### src/design/qrs_pkg.sv
`timescale 1ns / 1ps
package qrs_pkg;

  localparam int COEF_W = 16;
  localparam int FRAC_W = 16;
  localparam int OUT_W  = 34;
  localparam int SQ_CELLS = OUT_W / 2;      // one root bit per cell
  localparam int ROOT_W = SQ_CELLS;
  localparam int SQ_REM_W = ROOT_W + 3;
  localparam int DEN_W = COEF_W + 1;
  localparam int DIV_CELLS = COEF_W + 1 + FRAC_W; // quotient bits
  localparam int NUM_W = DIV_CELLS;

  typedef enum logic [1:0] {
    ST_NONE  = 2'd0,
    ST_ONE   = 2'd1,
    ST_TWO   = 2'd2,
    ST_AZERO = 2'd3
  } status_t;

  // Fields that ride along with every item through the square root chain.
  typedef struct packed {
    status_t                   status;
    logic signed [OUT_W-1:0]   disc;
    logic signed [COEF_W-1:0]  b;
    logic                      a_neg;
    logic [DEN_W-1:0]          den;
  } info_t;

  // Square root cell state.
  typedef struct packed {
    info_t                 info;
    logic [OUT_W-1:0]      dsh;
    logic [SQ_REM_W-1:0]   rem;
    logic [ROOT_W-1:0]     root;
  } sq_t;

  // Two-lane divider cell state.
  typedef struct packed {
    status_t                  status;
    logic signed [OUT_W-1:0]  disc;
    logic                     neg_lo;
    logic                     neg_hi;
    logic [DEN_W-1:0]         den;
    logic [NUM_W-1:0]         nlo;
    logic [NUM_W-1:0]         nhi;
    logic [DEN_W-1:0]         rlo;
    logic [DEN_W-1:0]         rhi;
    logic [NUM_W-1:0]         qlo;
    logic [NUM_W-1:0]         qhi;
  } dv_t;

endpackage

### src/design/qrs_div_cell.sv
`timescale 1ns / 1ps
module qrs_div_cell (
  input  logic         clk,
  input  logic         rst,
  input  logic         en,
  input  logic         in_valid,
  input  qrs_pkg::dv_t in_data,
  output logic         out_valid,
  output qrs_pkg::dv_t out_data
);
  import qrs_pkg::*;

  logic [DEN_W:0] sh_lo;
  logic [DEN_W:0] sh_hi;
  logic [DEN_W:0] den_x;
  dv_t            res;

  // One quotient bit for each of the two roots.
  always_comb begin
    den_x = {1'b0, in_data.den};
    sh_lo = {in_data.rlo, in_data.nlo[NUM_W-1]};
    sh_hi = {in_data.rhi, in_data.nhi[NUM_W-1]};
    res = in_data;
    res.nlo = {in_data.nlo[NUM_W-2:0], 1'b0};
    res.nhi = {in_data.nhi[NUM_W-2:0], 1'b0};
    if (sh_lo >= den_x) begin
      res.rlo = DEN_W'(sh_lo - den_x);
      res.qlo = {in_data.qlo[NUM_W-2:0], 1'b1};
    end else begin
      res.rlo = sh_lo[DEN_W-1:0];
      res.qlo = {in_data.qlo[NUM_W-2:0], 1'b0};
    end
    if (sh_hi >= den_x) begin
      res.rhi = DEN_W'(sh_hi - den_x);
      res.qhi = {in_data.qhi[NUM_W-2:0], 1'b1};
    end else begin
      res.rhi = sh_hi[DEN_W-1:0];
      res.qhi = {in_data.qhi[NUM_W-2:0], 1'b0};
    end
  end

  always_ff @(posedge clk) begin
    if (rst) begin
      out_valid <= 1'b0;
    end else if (en) begin
      out_valid <= in_valid;
    end
  end

  always_ff @(posedge clk) begin
    if (en) begin
      out_data <= res;
    end
  end
endmodule

### config.mk
export PLATFORM = sky130hd
export DESIGN_NAME = qrs_div_cell
export DESIGN_NICKNAME = d
export VERILOG_FILES = /design/src/design/qrs_pkg.sv /design/src/design/qrs_div_cell.sv
export SDC_FILE = /design/constraint.sdc
export NUM_CORES = 1
export LEC_CHECK = 0
export BUFFER_PORTS_ARGS = -buffer_cell sky130_fd_sc_hd__buf_2
export CORE_AREA = 2 2 174 176
export CTS_CLUSTER_SIZE = 14
export DETAILED_ROUTE_END_ITERATION = 8
export DIE_AREA = 0 0 176 178
export PLACE_DENSITY = 0.65
export SLEW_MARGIN = 20
export SYNTH_ARGS = -nofsm -noshare
export SYNTH_HDL_FRONTEND = slang
export SYNTH_SLANG_ARGS = --single-unit
### constraint.sdc
create_clock -name clk -period 2.24 [get_ports clk]
set_input_delay 0.112 -clock clk [delete_from_list [all_inputs] [get_ports clk]]
set_output_delay 0.112 -clock clk [all_outputs]
set_load 0.03 [all_outputs]
Yosys cells after proc, flatten, opt, wreduce, memory -nomap -nowiden

Index checks and enable logic that the tools add are counted.

Add/subtract/negate cells: 2
$lt $le $gt $ge: 2
Mux-type cells: 4

Operators with widths:

| kind                                             | number |
|---|---|
| 18-bit by 17-bit >= comparator with 1-bit output | 2 |
| 17-bit two-way mux                               | 2 |
| 17-bit subtractor                                | 2 |
| 1-bit two-way mux                                | 2 |

Register bits: 220
Input port bits: 225
Output and inout bits: 222

Logic depth before layout (Yosys ltp)

Depth after elaboration: 2
Depth in mapped cells: 12
Depth with buffers taken out: 11

Worst setup path after synthesis

OpenSTA, ideal clock, no wires.

Kind: input to register
Start point: input in_data[165] in the netlist's numbering
End point: register out_data[91] in the netlist's numbering (data pin)
Library setup time: 260 ps
Data arrival time: 2079 ps
Slack: -100 ps
Stages: 11
Buffers on the path: 1
Cell sequence: inv_1 -> ha_1 -> inv_1 -> fa_1 -> a21o_1 -> and2_1 -> o31a_1 -> o21ai_4 -> inv_2 -> buf_6 -> mux2_4

RTL lines:

| what                 | line               | text |
|---|---|---|
| from (decl)          | qrs_div_cell.sv:7  | `input qrs_pkg::dv_t in_data,` |
| to (signal assigned) | qrs_div_cell.sv:52 | `out_data <= res;` |
| to (decl)            | qrs_div_cell.sv:9  | `output qrs_pkg::dv_t out_data` |

==> flow_summary.toml <==
[status]
status = "finished clean"

[grt]
grt.busiest_layer = "met2"
grt.total_usage_pct = 21.6
use_met1_pct = 25.1
grt_max_degree = 57
met2_usage_pct = 37.6
antenna_found_initial = 5
use_met3_pct = 4.84
grt_pass1_vias = 8134
grt_overflow = 0
grt_pass1_wl_um = 50200

[logic_synthesis]
synthFlopType = "edfxtp_1"
synth-edff-count = 219
synth.distinct_cells = 63
ys_ff_latch = 220
synth_top_area_share_pct = 73.9
yosysTopAreaCell = "edfxtp_1"
synth_warnings = 0
ys_top_cells_by_area = "edfxtp_1, ha_1, mux2_2"
async_flop_share_pct = 0
synthCells = 543
yosysMostFrequentCell = "edfxtp_1"
syn_area_mm2 = 0.00890
ys_top_cells_by_count = "edfxtp_1, ha_1, nand2_1, a21oi_1, inv_1"
avgSynthCellArea_um2 = 16.4
seq_area_frac_synth_pct = 74.1

[timing]
whs_ns = 0.0315
fin_crit_sh_pct = 97.7
setup_viol = 0
min_period_ns = 2.19
maxClockFrequency_mhz = 457
slew_viol_final = 0
fin_tns_setup_ns = 0
rsz0062_at_grt = "true"
hold_viol_final = 0
skew_ns = 0

[critical_path]
max_stage_delay_ns = 0.55
crit_path_cell_trace = "dlygate4sd3_1 -> buf_2 -> ha_1 -> a21oi_1 -> o21ai_0 -> a41oi_2 -> and2_4 -> clkinv_2 -> mux2_2"
end_kind = "flip-flop"
crit_family = "buffers and inverters"
critical_path.slowest_cell = "dlygate4sd3_1"
crit_path_start_kind = "input pin"
cp_num_buf_inv = 3
crit_type = "in -> reg"
worstPathArrival_ns = 2.46
crit_required_ns = 2.51
crit_fanout = 15

[floorplan]
floorplan.rows = 63
ios = 447
die_h_um = 178
start_util_pct = 30.3
coreArea_mm2 = 0.0294
die_area_mm2 = 0.0313
die_w_um = 176

[clock_network]
cts_tree = "built"
clk_latency_ns = 0.52
root_buffer = "clkbuf_16"
clock_sinks = 220
clk_pin_slew_ns = 0.07
cts_buffers = 26
clockBufferDepth = 3
htree_levels = 1

[drt]
drt-pass1-iter-count = 4
first_iter_violations = 516
vias = 7881
vias_per_cell = 4.61
drc = 0
wl_um = 36000
antenna_left = 0
avgRoutedWirePerCell_um = 21.1

[place]
gp_congestion = 0.887
place_inst = 1443
dpl_cell_area_mm2 = 0.0122
hpwl_um = 25600
io_buffers = 442

[pwr]
ir_drop_mv = 0.509
power.switching_mw = 3.55
intPower_mw = 8.76
leakage_nw = 6.68
swShare_pct = 28.8
p_per_area_mw_per_mm2 = 803
pwr-share-seq_pct = 41.4
comb_power_share_pct = 22.9
clockPowerShare_pct = 35.7

[final_layout]
fin_cells = 1709
final_area_mm2 = 0.0153
seq_area_mm2 = 0.00660
layout-drive-gt1-share_pct = 46.2
postLayoutCoreUtil_pct = 52.1
n_fill_cell = 2480
nets = 1558
multi_input_area_mm2 = 0.00221
area_delta_synth_final_pct = 71.9

[hold_path]
hold_path_class = "in -> reg"

[run]
drv_cap = 0
## per-layer routing
metal	vias up	part of all wire [%]
met2	367	49
met5	-	0.044
met3	94	7.4
met1	3796	38
met4	2	5.6
li1	3622	-
## power groups by stage
stage,logic [mW],registers [mW],clock network [mW]
after global placement,2.42,5.17,0
final,2.82,5.09,4.39
after global routing,2.96,5.12,4.64
after floorplan,0.612,5.94,0
after detailed placement,2.45,5.16,0
after CTS,2.78,5.09,4.49
## area by class of cell
cell class                 instances  area share, %
sequential                       220           43.1
clock inverter                    17           1.29
timing repair buffer             738           32.7
antenna                            3         0.0490
inverter                          27          0.703
tap                              390           3.19
multi-input combinational        284           14.5
clock buffer                      30           4.49
## registers in the layout (all words and copies together), names as in the netlist
register	flops
out_data	219
out_valid	1
## logic make-up after synthesis
logic type	synth area share, %
xor gates and xnor gates	1.87
buffers and inverters	2.09
adders and majority gates	5.23
and+or+nand+nor	5.06
AOI/OAI and AO/OA	8.70
muxes	2.94
other	0.0421
DFF	74.1
## worst register-to-register path, delay by kind of cell, from the launching register on
family,cells,cell delay [ns]
buffers and inverters,1,0.55
DFF,1,0.31
muxes,1,0.12
and+or+nand+nor,1,0.04
## placed cells by master (no fill, tap or decap), types with 6 or more instances in the layout
master,n
nand3_1,13
buf_2,441
a21o_1,15
nand2_1,34
dlygate4sd3_1,216
a21oi_1,25
buf_4,77
o21a_1,10
o21ai_0,17
edfxtp_1,219
clkbuf_16,27
ha_1,30
o31ai_1,6
nor2_1,17
xnor2_1,16
clkinv_1,6
inv_1,23
mux2_2,17
## stage by stage
stage | worst slack, ns | total power [mW]
floorplan | 0.0141 | 6.55
global placement | -0.244 | 7.59
detailed placement | -0.275 | 7.61
CTS | 0.0241 | 12.4
global route | -0.0170 | 12.7
finish | 0.0526 | 12.3
## worst paths after layout
kind | startpoint | end | slack (ns) | cells past startpoint
setup / recovery | in_data[75] | out_data[75]$_DFFE_PP_ | 0.05 | 9
hold reg to reg | out_valid$_SDFFE_PP0P_ | out_valid$_SDFFE_PP0P_ | 1.05 | 3
hold / removal | en | out_data[142]$_DFFE_PP_ | 0.03 | 1
setup reg to reg | out_valid$_SDFFE_PP0P_ | out_valid$_SDFFE_PP0P_ | 1.10 | 3
## what timing repair did
| action | 4_1_cts | 5_1_grt |
|---|---|---|
| endpoints found under the setup margin | 0 | 24 |
| hold endpoints to repair | 215 | 0 |
| hold buffers | 216 | 0 |
| buffers inserted | 0 | 0 |
| gates resized for setup | 0 | 14 |
Note: power is estimated with default switching activity, not from simulation.
